## src/design/tls_pkg.sv

```systemverilog
// ----------------------------------------------------------------------------
// tls_pkg
// Shared types and constants for the transposing linear search block.
// ----------------------------------------------------------------------------
package tls_pkg;

   localparam int LIST_DEPTH_DEFAULT = 32;

   localparam int KEY_W  = 32;
   localparam int SLOT_W = 5;
   localparam int POS_W  = 5;
   localparam int LEN_W  = 6;

   localparam int REQ_TDATA_W = 40;
   localparam int RSP_TDATA_W = 8;

   localparam logic OP_LOAD   = 1'b0;
   localparam logic OP_SEARCH = 1'b1;

   typedef enum logic [2:0] {
      ST_IDLE,
      ST_SCAN,
      ST_SWAP_HI,
      ST_SWAP_LO,
      ST_DONE
   } state_type;

   typedef struct packed {
      logic load;
      logic start;
      logic step;
      logic hit_take;
      logic miss_take;
      logic swap_hi;
      logic swap_lo;
      logic emit;
   } cmd_type;

   typedef struct packed {
      logic hit;
      logic miss_end;
      logic hit_at_zero;
      logic len_zero;
      logic out_free;
   } status_type;

endpackage

```

## src/design/tls_ctrl.sv

```systemverilog
// ----------------------------------------------------------------------------
// tls_ctrl
// Sequencer for loads, the entry scan, the transposing swap and the response.
// ----------------------------------------------------------------------------
module tls_ctrl (
   input  logic                clock,
   input  logic                reset,
   input  logic                req_tvalid,
   output logic                req_tready,
   input  logic                req_op,
   input  tls_pkg::status_type status,
   output tls_pkg::cmd_type    cmd
);

   tls_pkg::state_type state_ff;
   tls_pkg::state_type state_in;

   always_ff @(posedge clock) begin
      if (reset) begin
         state_ff <= tls_pkg::ST_IDLE;
      end else begin
         state_ff <= state_in;
      end
   end

   always_comb begin
      state_in   = state_ff;
      cmd        = '0;
      req_tready = 1'b0;
      case (state_ff)
         tls_pkg::ST_IDLE: begin
            req_tready = 1'b1;
            if (req_tvalid) begin
               if (req_op == tls_pkg::OP_LOAD) begin
                  cmd.load = 1'b1;
               end else begin
                  cmd.start = 1'b1;
                  if (status.len_zero) begin
                     cmd.miss_take = 1'b1;
                     state_in      = tls_pkg::ST_DONE;
                  end else begin
                     state_in = tls_pkg::ST_SCAN;
                  end
               end
            end
         end
         tls_pkg::ST_SCAN: begin
            if (status.hit) begin
               cmd.hit_take = 1'b1;
               state_in     = status.hit_at_zero ? tls_pkg::ST_DONE : tls_pkg::ST_SWAP_HI;
            end else if (status.miss_end) begin
               cmd.miss_take = 1'b1;
               state_in      = tls_pkg::ST_DONE;
            end else begin
               cmd.step = 1'b1;
            end
         end
         tls_pkg::ST_SWAP_HI: begin
            cmd.swap_hi = 1'b1;
            state_in    = tls_pkg::ST_SWAP_LO;
         end
         tls_pkg::ST_SWAP_LO: begin
            cmd.swap_lo = 1'b1;
            state_in    = tls_pkg::ST_DONE;
         end
         tls_pkg::ST_DONE: begin
            if (status.out_free) begin
               cmd.emit = 1'b1;
               state_in = tls_pkg::ST_IDLE;
            end
         end
         default: begin
            state_in = tls_pkg::ST_IDLE;
         end
      endcase
   end

endmodule

```

## src/design/tls_datapath.sv

```systemverilog
// ----------------------------------------------------------------------------
// tls_datapath
// Entry memory, scan address and compare, swap write-back and response register.
// ----------------------------------------------------------------------------
module tls_datapath #(
   parameter int LIST_DEPTH = tls_pkg::LIST_DEPTH_DEFAULT
) (
   input  logic                       clock,
   input  logic                       reset,
   input  logic                       csr_wr_en,
   input  logic [tls_pkg::LEN_W-1:0]  csr_wr_data,
   input  logic [tls_pkg::SLOT_W-1:0] req_slot,
   input  logic [tls_pkg::KEY_W-1:0]  req_key,
   input  logic                       rsp_tready,
   output logic                       rsp_tvalid,
   output logic                       rsp_found,
   output logic [tls_pkg::POS_W-1:0]  rsp_position,
   input  tls_pkg::cmd_type           cmd,
   output tls_pkg::status_type        status
);

   localparam int AW = $clog2(LIST_DEPTH);
   localparam int CW = $clog2(LIST_DEPTH + 1);
   localparam int LW = (CW > tls_pkg::LEN_W) ? CW : tls_pkg::LEN_W;

   logic [tls_pkg::KEY_W-1:0] mem [LIST_DEPTH];

   logic [tls_pkg::LEN_W-1:0] list_length_ff;
   logic [CW-1:0]             len_ff;
   logic [CW-1:0]             addr_ff;
   logic [tls_pkg::KEY_W-1:0] key_ff;
   logic [tls_pkg::KEY_W-1:0] rd_data_ff;
   logic [tls_pkg::KEY_W-1:0] prev_ff;
   logic                      rd_valid_ff;
   logic                      rd_last_ff;
   logic [AW-1:0]             rd_pos_ff;
   logic [AW-1:0]             hit_pos_ff;
   logic                      res_found_ff;
   logic [tls_pkg::POS_W-1:0] res_pos_ff;
   logic                      rsp_valid_ff;
   logic                      rsp_valid_in;
   logic                      rsp_found_ff;
   logic [tls_pkg::POS_W-1:0] rsp_pos_ff;

   logic [LW-1:0]             len_req;
   logic [LW-1:0]             len_sat;
   logic [31:0]               slot_w;
   logic [31:0]               pos_w;
   logic                      hit;
   logic                      wr_en;
   logic [AW-1:0]             wr_addr;
   logic [tls_pkg::KEY_W-1:0] wr_data;

   assign len_req = LW'(list_length_ff);
   assign len_sat = (len_req > LW'(LIST_DEPTH)) ? LW'(LIST_DEPTH) : len_req;
   assign slot_w  = 32'(req_slot);
   assign pos_w   = 32'(rd_pos_ff);
   assign hit     = rd_valid_ff && (rd_data_ff == key_ff);

   assign status.hit         = hit;
   assign status.miss_end    = rd_valid_ff && rd_last_ff && !hit;
   assign status.hit_at_zero = (rd_pos_ff == '0);
   assign status.len_zero    = (list_length_ff == '0);
   assign status.out_free    = !rsp_valid_ff || rsp_tready;

   always_comb begin
      wr_en   = 1'b0;
      wr_addr = slot_w[AW-1:0];
      wr_data = req_key;
      if (cmd.load) begin
         wr_en = (slot_w < 32'(LIST_DEPTH));
      end else if (cmd.swap_hi) begin
         wr_en   = 1'b1;
         wr_addr = hit_pos_ff;
         wr_data = prev_ff;
      end else if (cmd.swap_lo) begin
         wr_en   = 1'b1;
         wr_addr = hit_pos_ff - AW'(1);
         wr_data = key_ff;
      end
   end

   always_ff @(posedge clock) begin
      if (wr_en) begin
         mem[wr_addr] <= wr_data;
      end
      if (cmd.step) begin
         rd_data_ff <= mem[addr_ff[AW-1:0]];
      end
   end

   always_ff @(posedge clock) begin
      if (reset) begin
         list_length_ff <= '0;
      end else if (csr_wr_en) begin
         list_length_ff <= csr_wr_data;
      end
   end

   always_ff @(posedge clock) begin
      if (reset) begin
         rd_valid_ff <= 1'b0;
         addr_ff     <= '0;
      end else if (cmd.start) begin
         rd_valid_ff <= 1'b0;
         addr_ff     <= '0;
      end else if (cmd.step) begin
         rd_valid_ff <= (addr_ff < len_ff);
         addr_ff     <= addr_ff + CW'(1);
      end
   end

   always_ff @(posedge clock) begin
      if (cmd.start) begin
         key_ff <= req_key;
         len_ff <= CW'(len_sat);
      end
      if (cmd.step) begin
         rd_pos_ff  <= addr_ff[AW-1:0];
         rd_last_ff <= (addr_ff == len_ff - CW'(1));
         if (rd_valid_ff) begin
            prev_ff <= rd_data_ff;
         end
      end
      if (cmd.hit_take) begin
         hit_pos_ff   <= rd_pos_ff;
         res_found_ff <= 1'b1;
         res_pos_ff   <= pos_w[tls_pkg::POS_W-1:0];
      end else if (cmd.miss_take) begin
         res_found_ff <= 1'b0;
         res_pos_ff   <= '0;
      end
      if (cmd.emit) begin
         rsp_found_ff <= res_found_ff;
         rsp_pos_ff   <= res_pos_ff;
      end
   end

   always_comb begin
      rsp_valid_in = rsp_valid_ff;
      if (cmd.emit) begin
         rsp_valid_in = 1'b1;
      end else if (rsp_tready) begin
         rsp_valid_in = 1'b0;
      end
   end

   always_ff @(posedge clock) begin
      if (reset) begin
         rsp_valid_ff <= 1'b0;
      end else begin
         rsp_valid_ff <= rsp_valid_in;
      end
   end

   assign rsp_tvalid   = rsp_valid_ff;
   assign rsp_found    = rsp_found_ff;
   assign rsp_position = rsp_pos_ff;

endmodule

```

## src/design/transpose_linear_search.sv

```systemverilog
// ----------------------------------------------------------------------------
// transpose_linear_search
// Self-organizing list of signed 32-bit entries, searched with transposition.
// ----------------------------------------------------------------------------
// Usage:
//   Set the list length through csr_wr_en / csr_wr_data while the block is idle.
//   Each req_ item is a load (tuser op = 0) that writes key_value into entry slot
//   and gives no response, or a search (op = 1) that gives one rsp_ item.
//   A search scans entries 0 .. length-1, capped at LIST_DEPTH-1, one per cycle
//   through the entry memory read port; the first match reports found and its
//   position, then the match is swapped with the entry before it (two memory
//   writes, none at position 0). A load is taken in the idle state; a search
//   runs the scan, the swap on a match away from position 0, and then loads the
//   response register.
//   A new item is taken only after the previous one's response is registered;
//   the next item is accepted while that response still waits on rsp_tready.
//   A stalled receiver holds the response and stops the block only once a
//   second response is ready. Reset clears the length to zero and empties the
//   response register; entries are undefined until loaded.
// ----------------------------------------------------------------------------
module transpose_linear_search #(
   parameter int LIST_DEPTH = tls_pkg::LIST_DEPTH_DEFAULT
) (
   input  logic                             clock,
   input  logic                             reset,
   input  logic                             csr_wr_en,
   input  logic [tls_pkg::LEN_W-1:0]        csr_wr_data,   // list_length
   input  logic                             req_tvalid,
   output logic                             req_tready,
   input  logic [tls_pkg::REQ_TDATA_W-1:0]  req_tdata,     // slot[4:0], key_value[36:5]
   input  logic                             req_tuser,     // op
   output logic                             rsp_tvalid,
   input  logic                             rsp_tready,
   output logic [tls_pkg::RSP_TDATA_W-1:0]  rsp_tdata,     // position[4:0]
   output logic                             rsp_tuser      // found
);

   tls_pkg::cmd_type          cmd;
   tls_pkg::status_type       status;
   logic [tls_pkg::POS_W-1:0] rsp_position;

   tls_ctrl u_ctrl (
      .clock      (clock),
      .reset      (reset),
      .req_tvalid (req_tvalid),
      .req_tready (req_tready),
      .req_op     (req_tuser),
      .status     (status),
      .cmd        (cmd)
   );

   tls_datapath #(
      .LIST_DEPTH (LIST_DEPTH)
   ) u_datapath (
      .clock        (clock),
      .reset        (reset),
      .csr_wr_en    (csr_wr_en),
      .csr_wr_data  (csr_wr_data),
      .req_slot     (req_tdata[tls_pkg::SLOT_W-1:0]),
      .req_key      (req_tdata[tls_pkg::SLOT_W +: tls_pkg::KEY_W]),
      .rsp_tready   (rsp_tready),
      .rsp_tvalid   (rsp_tvalid),
      .rsp_found    (rsp_tuser),
      .rsp_position (rsp_position),
      .cmd          (cmd),
      .status       (status)
   );

   assign rsp_tdata = {(tls_pkg::RSP_TDATA_W - tls_pkg::POS_W)'(0), rsp_position};

endmodule

```

## config.mk

```make
export PLATFORM = sky130hd
export DESIGN_NAME = transpose_linear_search
export DESIGN_NICKNAME = d
export VERILOG_FILES = /design/src/design/tls_pkg.sv /design/src/design/tls_ctrl.sv /design/src/design/tls_datapath.sv /design/src/design/transpose_linear_search.sv
export SDC_FILE = /design/constraint.sdc
export NUM_CORES = 1
export LEC_CHECK = 0
export ABC_CLOCK_PERIOD_IN_PS = 7000
export BUFFER_PORTS_ARGS = -buffer_cell sky130_fd_sc_hd__buf_4
export CORE_MARGIN = 1.5
export CORE_UTILIZATION = 31
export CTS_BUF_LIST = sky130_fd_sc_hd__clkbuf_4 sky130_fd_sc_hd__clkbuf_8
export CTS_CLUSTER_DIAMETER = 120
export DETAILED_ROUTE_END_ITERATION = 7
export SLEW_MARGIN = 30
export SYNTH_ARGS = -nofsm -noshare
export SYNTH_HDL_FRONTEND = slang
export SYNTH_SLANG_ARGS = --single-unit
```

## constraint.sdc

```tcl
create_clock -name clock -period 7 [get_ports clock]
set_clock_uncertainty 0.15 [all_clocks]
set_input_delay 0.35 -clock clock [delete_from_list [all_inputs] [get_ports clock]]
set_output_delay 0.35 -clock clock [all_outputs]
set_load 0.005 [all_outputs]
```

==> impl_metrics.csv, run 1 <==
group,metric,value,unit
die,core,145000,um^2
layout,synthToLayoutAreaGrowth,16.0,%
layout,multi_input_area,10100,um^2
die,die_width,385,um
critical_path,max_stage_delay,0.88,ns
placement,place_ws,2.34,ns
route,finalWirelength,109000,um
global_routing,grtUsageTotal,14.7,%
synth,synth_edf_count,1148,
placement,gp_congestion,0.807,
timing,worstMarginPinSlew,1.05,ns
critical_path,crit_required,7.35,ns
cts,clk_pin_slew,0.06,ns
critical_path,crit_slowest_cell,"nor2_4",
layout,drive_gt1_share,33.3,%
route,avgRoutedWirePerCell,25.2,um
critical_path,worstSetupPathType,"flip-flop to flip-flop",
synth,postSynthCellCount,2008,
cts,clock_latency,0.87,ns
die,fp.dieH,385,um
cts,cts_root_buf,"clkbuf_8",
layout,final_area,52500,um^2
placement,dpl.hpwl,60900,um
synth,postSynth.asyncResetShare,0,%
power,intPower,0.0108,W
synth,syn_area_per_cell,22.5,um^2
synth,synth_top_area_share,76.2,%
synth,yosysWarnings,0,
power,peakVddDrop,0.151,mV
route,routed_via_density,5.05,
critical_path,path_common_cell,"buf_4",
timing,final_max_slew_viol_count,0,
timing,setup_ws,2.54,ns
timing,timing.final.crit_share,63.7,%
critical_path,cp_max_fo,36,
power,p_leak,15.8,nW
critical_path,crit_chain,"buf_4 > xnor2_1 > nor2_1 > a21oi_1 > nor3b_1 > nand2_1 > nor2_4 > buf_4",
layout,final_cell_mix,"edfxtp_1, mux4_2, clkbuf_8",
cts,cts-buffers-inserted,177,
min_path,hp-class,"primary input to flip-flop",
critical_path,timing.critical_path.max_delay_family,"simple AND/OR/NAND/NOR gates",
timing,rsz0062_at_grt,"no",
synth,synthesis.area,45300,um^2
route,antenna_left,0,
global_routing,gr-usage-met1,21.2,%
cts,cts_tree,"done",
power,power.share.clock,38.6,%
synth,ys_seq_elements,1166,
critical_path,cp-start-kind,"flip-flop",
placement,dpl_cell_area,48500,um^2
critical_path,crit_start,"u_ctrl.state_ff[0]$_SDFFE_PP0P_",
cts,max-clock-path-buffers,3,
route,drcViolationCount,0,
power,pwr-share-seq,56.2,%
synth,yosysSeqAreaShare,77.0,%
global_routing,overflow,0,
critical_path,arrival,4.81,ns
status,outcome,"complete, no violations",
min_path,min_from,"req_tdata[21]",
layout,regArea,34900,um^2
cts,ctsHtreeMaxLevel,4,
timing,slew-limit-headroom,30.1,%
timing,period_minus_slack,4.46,ns
global_routing,use_met2,22.2,%
synth,yosysUniqueCellTypes,47,
global_routing,grt_pass1_wl,156000,um
cts,cts_sinks,1166,
layout,nNetsFinal,2338,
cts,postCtsSetupBuffers,0,
global_routing,antenna_found_initial,2,
die,start_util,31.2,%
route,drt_iter0_markers,2503,
timing,hold_viol_final,0,
timing,setup_viol,0,
route,drt_first_pass_iters,5,
run,maxCapViolCount,0,
die,ioPinCount,63,
route,num_vias,21892,
global_routing,first_global_vias,22514,
power,swShare,22.3,%
power,power_density,264,nW/um^2
critical_path,endpoint_kind,"flip-flop",
critical_path,cp.buffers_inverters,2,
layout,final_common_cell,"edfxtp_1",
synth,yosysTopAreaCell,"edfxtp_1",
power,power.switching,0.00309,W
critical_path,r2r-start,"u_ctrl.state_ff[0]$_SDFFE_PP0P_",
placement,io_buffer_count,56,
layout,num-fill-cells,13097,
global_routing,grt.busiest_layer,"met2",
synth,synth_ff_type,"edfxtp_1",
timing,setup-tns-final,0,ns
global_routing,grt_max_degree,123,
timing,fmax,224,MHz
synth,ys_top_cells_by_area,"edfxtp_1, mux4_2, mux2i_1",
die,rows,140,
power,p_comb_share,5.2,%
die,dieArea,148000,um^2
global_routing,grtUsageMet3,3.55,%
==> cell usage after synthesis, types with 2 or more instances <==
library cell / count
a2111oi_0: 2
a21oi_1: 14
and2_1: 6
and3_1: 3
buf_1: 8
buf_2: 8
buf_4: 23
buf_6: 4
clkbuf_1: 59
dfxtp_1: 18
edfxtp_1: 1148
ha_1: 9
inv_1: 15
mux2_2: 32
mux2i_1: 41
mux4_2: 320
nand2_1: 56
nand2b_1: 27
nand3_1: 11
nand4_1: 15
nor2_1: 57
nor2b_1: 8
nor3_1: 9
nor4_1: 6
o2111ai_1: 4
o21ai_0: 46
o31ai_1: 3
or2_2: 2
or3_1: 4
or4_1: 3
xnor2_1: 24
xor2_1: 8
==> per-layer routing <==
layer,wire length (um),part of all wire (%)
met1,47500,43
met2,50400,46
met3,9680,8.9
met4,1770,1.6
met5,0,0
==> layout make-up <==
type / count / area share [%]
sequential: 1166 / 66.4
multi-input combinational: 727 / 19.3
clock buffer: 231 / 5.44
tap: 1917 / 4.57
timing repair buffer: 190 / 3.21
clock inverter: 87 / 0.911
inverter: 15 / 0.107
antenna: 3 / 0.0143
==> sequential cells by signal (all words and copies together), names as in the netlist <==
register	count
u_datapath.rsp_position	5
u_datapath.rsp_found	1
u_datapath.rd_valid_ff	1
u_datapath.key_ff	32
u_datapath.prev_ff	32
u_datapath.addr_ff	6
u_datapath.rd_data_ff	32
u_datapath.len_ff	6
u_datapath.res_pos_ff	5
u_datapath.rd_pos_ff	5
u_datapath.rd_last_ff	1
u_datapath.len_req	6
u_datapath.res_found_ff	1
u_datapath.mem	1024
u_datapath.hit_pos_ff	5
u_ctrl.state_ff	3
u_datapath.rsp_tvalid	1
==> cell families (layout without fill, tap and decap cells) <==
| group | after synthesis | count (layout) | synth area share, % |
|---|---|---|---|
| xor+xnor | 32 | 32 | 0.619 |
| flops | 1166 | 1166 | 77.0 |
| buf+inv | 117 | 523 | 1.25 |
| mux | 393 | 393 | 17.6 |
| compound gates | 76 | 76 | 0.943 |
| simple gates | 214 | 214 | 2.33 |
| fa+ha+maj | 9 | 9 | 0.249 |
| other cells | 1 | 6 | 0.00829 |
==> power groups by stage <==
stage	sequential (W)	combinational, W	clock (W)
global route	0.00780	0.000771	0.00576
CTS	0.00779	0.000724	0.00546
detailed placement	0.00794	0.000696	0
floorplan	0.00793	0.000470	0
global placement	0.00794	0.000677	0
finish	0.00780	0.000719	0.00535
==> stage by stage <==
| stage | util (%) | instances | power (W) | hold slack (ns) |
|---|---|---|---|---|
| floorplan | - | 2010 | 0.00840 | 0.250 |
| global placement | 33.4 | 3957 | 0.00861 | 0.270 |
| detailed placement | 33.4 | 3958 | 0.00864 | 0.262 |
| CTS | 36.1 | 4330 | 0.0140 | 0.00991 |
| global route | 36.1 | 4335 | 0.0143 | 0.0454 |
| finish | 36.1 | 4336 | 0.0139 | 0.101 |
==> path summary, 6_finish.rpt <==
check | to | slack (ns) | cells after the start
max | u_datapath.mem[0][8]$_DFFE_PP_ | 2.54 | 8
max reg2reg | u_datapath.mem[0][8]$_DFFE_PP_ | 2.54 | 8
min | u_datapath.key_ff[16]$_DFFE_PP_ | 0.10 | 2
min reg2reg | u_datapath.rsp_position[2]$_DFFE_PP_ | 0.28 | 0
==> repair_timing <==
action / 4_1_cts / 5_1_grt
hold buffers: 54 / 0
hold endpoints to repair: 752 / 0
resized for setup: 0 / 0
Note: power is estimated with default switching activity, not from simulation.
==> run 2, diff against run 1 <==
- ABC_CLOCK_PERIOD_IN_PS: 7000 -> 3840
- clock period: 7 -> 3.84 ns (I/O delays scaled with it)
==> impl_metrics.csv, run 2 (synthesis gave the netlist of run 1 again) <==
group,metric,value,unit
route,drcViolationCount,0,
cts,clock_latency,0.88,ns
critical_path,reg2reg_to,"u_datapath.mem[14][2]$_DFFE_PP_",
die,core,145000,um^2
cts,clk_pin_slew,0.06,ns
global_routing,first_global_vias,23034,
die,ioPinCount,63,
route,drt_first_pass_iters,5,
critical_path,crit_required,4.20,ns
cts,ctsHtreeMaxLevel,4,
layout,final_area,53900,um^2
cts,cts-buffers-inserted,181,
timing,setup_viol,0,
cts,max-clock-path-buffers,3,
critical_path,r2r_cells,9,
die,die_width,385,um
route,avgRoutedWirePerCell,25.0,um
power,peakVddDrop,0.270,mV
critical_path,path_common_cell,"buf_4",
placement,gp_congestion,0.818,
cts,postCtsSetupBuffers,0,
cts,cts_root_buf,"clkbuf_8",
critical_path,max_stage_delay,0.61,ns
cts,cts_tree,"done",
global_routing,antenna_found_initial,1,
layout,final_common_cell,"edfxtp_1",
layout,drive_gt1_share,34.1,%
power,p_leak,16.5,nW
power,finalPower,0.0259,W
global_routing,grt_pass1_wl,160000,um
timing,hold_viol_final,0,
layout,nNetsFinal,2445,
min_path,hp-class,"primary input to flip-flop",
critical_path,arrival,3.57,ns
layout,final_cell_mix,"edfxtp_1, mux4_2, clkbuf_8",
route,num_vias,22284,
status,outcome,"complete, no violations",
critical_path,worstSetupPathType,"flip-flop to flip-flop",
min_path,hold_end,"u_datapath.len_req[3]$_SDFFE_PP0P_",
global_routing,grt_max_degree,61,
min_path,min_from,"csr_wr_en",
timing,slew-limit-headroom,39.9,%
layout,synthToLayoutAreaGrowth,19.1,%
power,power_density,480,nW/um^2
critical_path,cp-start-kind,"flip-flop",
placement,dp_cells,4025,
timing,setup-tns-final,0,ns
timing,fmax,311,MHz
route,drt_iter0_markers,2302,
layout,largest_register_ffs,1024,
layout,finalNonFillerCells,4449,
layout,fin_util,37.1,%
die,start_util,31.2,%
critical_path,crit_chain,"inv_1 > ha_1 > nor4bb_1 > xor2_1 > mux2i_1 > nand3b_1 > buf_4 > nor2_4 > buf_4",
timing,worstMarginPinSlew,0.899,ns
cts,cts_sinks,1166,
critical_path,endpoint_kind,"flip-flop",
die,dieArea,148000,um^2
timing,rsz0062_at_grt,"no",
route,routed_via_density,5.01,
critical_path,r2r-start,"u_datapath.hit_pos_ff[1]$_DFFE_PP_",
die,rows,140,
route,finalWirelength,111000,um
timing,final_max_slew_viol_count,0,
critical_path,crit_slowest_cell,"mux2i_1",
min_path,min_path_cells,4,
global_routing,grtUsageTotal,15.0,%
die,fp.dieH,385,um
critical_path,r2r_slack,0.63,ns
layout,largest-register,"u_datapath.mem",
run,maxCapViolCount,0,
timing,period_minus_slack,3.21,ns
timing,timing.final.crit_share,83.6,%
placement,io_buffer_count,56,
critical_path,cp_max_fo,20,
placement,dpl.hpwl,64700,um
route,antenna_left,0,
placement,dpl_cell_area,49400,um^2
global_routing,overflow,0,
==> run 2: changes by cell type in the layout (fill, tap and decap cells not counted), sizes merged, moves of 2 or more <==
| cell | before | now |
|---|---|---|
| buf | 136 | 200 |
| dlygate4sd3 | 54 | 93 |
| clkinv | 72 | 83 |
| bufinv | 1 | 6 |
| clkinvlp | 7 | 3 |
| diode | 3 | 1 |
==> run 2: area by class of cell <==
class                      instances  area [um^2]
antenna                            1         2.50
inverter                          15         56.3
clock buffer                     230         2870
clock inverter                   100          678
timing repair buffer             293         2920
multi-input combinational        727        10100
sequential                      1166        34900
fill                           12988        91300
tap                             1917         2400
==> run 2: worst max path at each step <==
| stage | slack (ns) | from | end |
|---|---|---|---|
| 2_1_floorplan | 0.19 | u_datapath.hit_pos_ff[0]$_DFFE_PP_ | u_datapath.mem[26][0]$_DFFE_PP_ |
| 3_3_place_gp | 0.63 | u_datapath.hit_pos_ff[0]$_DFFE_PP_ | u_datapath.mem[2][7]$_DFFE_PP_ |
| 3_5_place_dp | 0.68 | u_ctrl.state_ff[0]$_SDFFE_PP0P_ | u_datapath.mem[17][19]$_DFFE_PP_ |
| 4_1_cts | 0.67 | u_ctrl.state_ff[0]$_SDFFE_PP0P_ | u_datapath.mem[17][1]$_DFFE_PP_ |
| 5_1_grt | 0.43 | u_ctrl.state_ff[0]$_SDFFE_PP0P_ | u_datapath.mem[19][1]$_DFFE_PP_ |
| 6_report | 0.63 | u_datapath.hit_pos_ff[1]$_DFFE_PP_ | u_datapath.mem[14][2]$_DFFE_PP_ |
==> run 2: metrics by stage <==
step | hold slack, ns | setup slack (ns)
3_5_place_dp | 0.236 | 0.683
2_1_floorplan | 0.141 | 0.192
6_report | 0.112 | 0.629
5_1_grt | 0.0843 | 0.433
3_3_place_gp | 0.234 | 0.630
4_1_cts | 0.00853 | 0.668
==> run 2: worst max-delay path: cells and delay by family (launching register included) <==
| family | cells | cell delay [ns] |
|---|---|---|
| XOR/XNOR | 1 | 0.13 |
| flip-flops | 1 | 0.43 |
| AND/OR/NAND/NOR | 3 | 0.65 |
| multiplexers | 1 | 0.61 |
| buffers and inverters | 3 | 0.69 |
| adder cells (fa/ha/maj) | 1 | 0.15 |
==> run 2: report_power, final <==
group / internal [W] / leakage, nW / switching [W]
Sequential: 0.0141 / 10.5 / 0.0000938
Clock: 0.00534 / 1.85 / 0.00490
Combinational: 0.000648 / 4.15 / 0.000769
Total: 0.0201 / 16.5 / 0.00576
==> run 2: per-layer routing <==
| metal | part of all wire (%) | track usage [%] | vias to the layer above |
|---|---|---|---|
| li1 | - | - | 9257 |
| met1 | 44 | 21.4 | 11941 |
| met2 | 46 | 22.8 | 947 |
| met3 | 7.7 | 3.42 | 139 |
| met4 | 2.0 | 4.83 | 0 |
| met5 | 0 | 0 | - |
==> run 2: what timing repair did <==
action / in CTS / in global routing
hold buffers: 93 / 0
gates resized for setup: 0 / 0
endpoints found under the hold margin: 1107 / 0
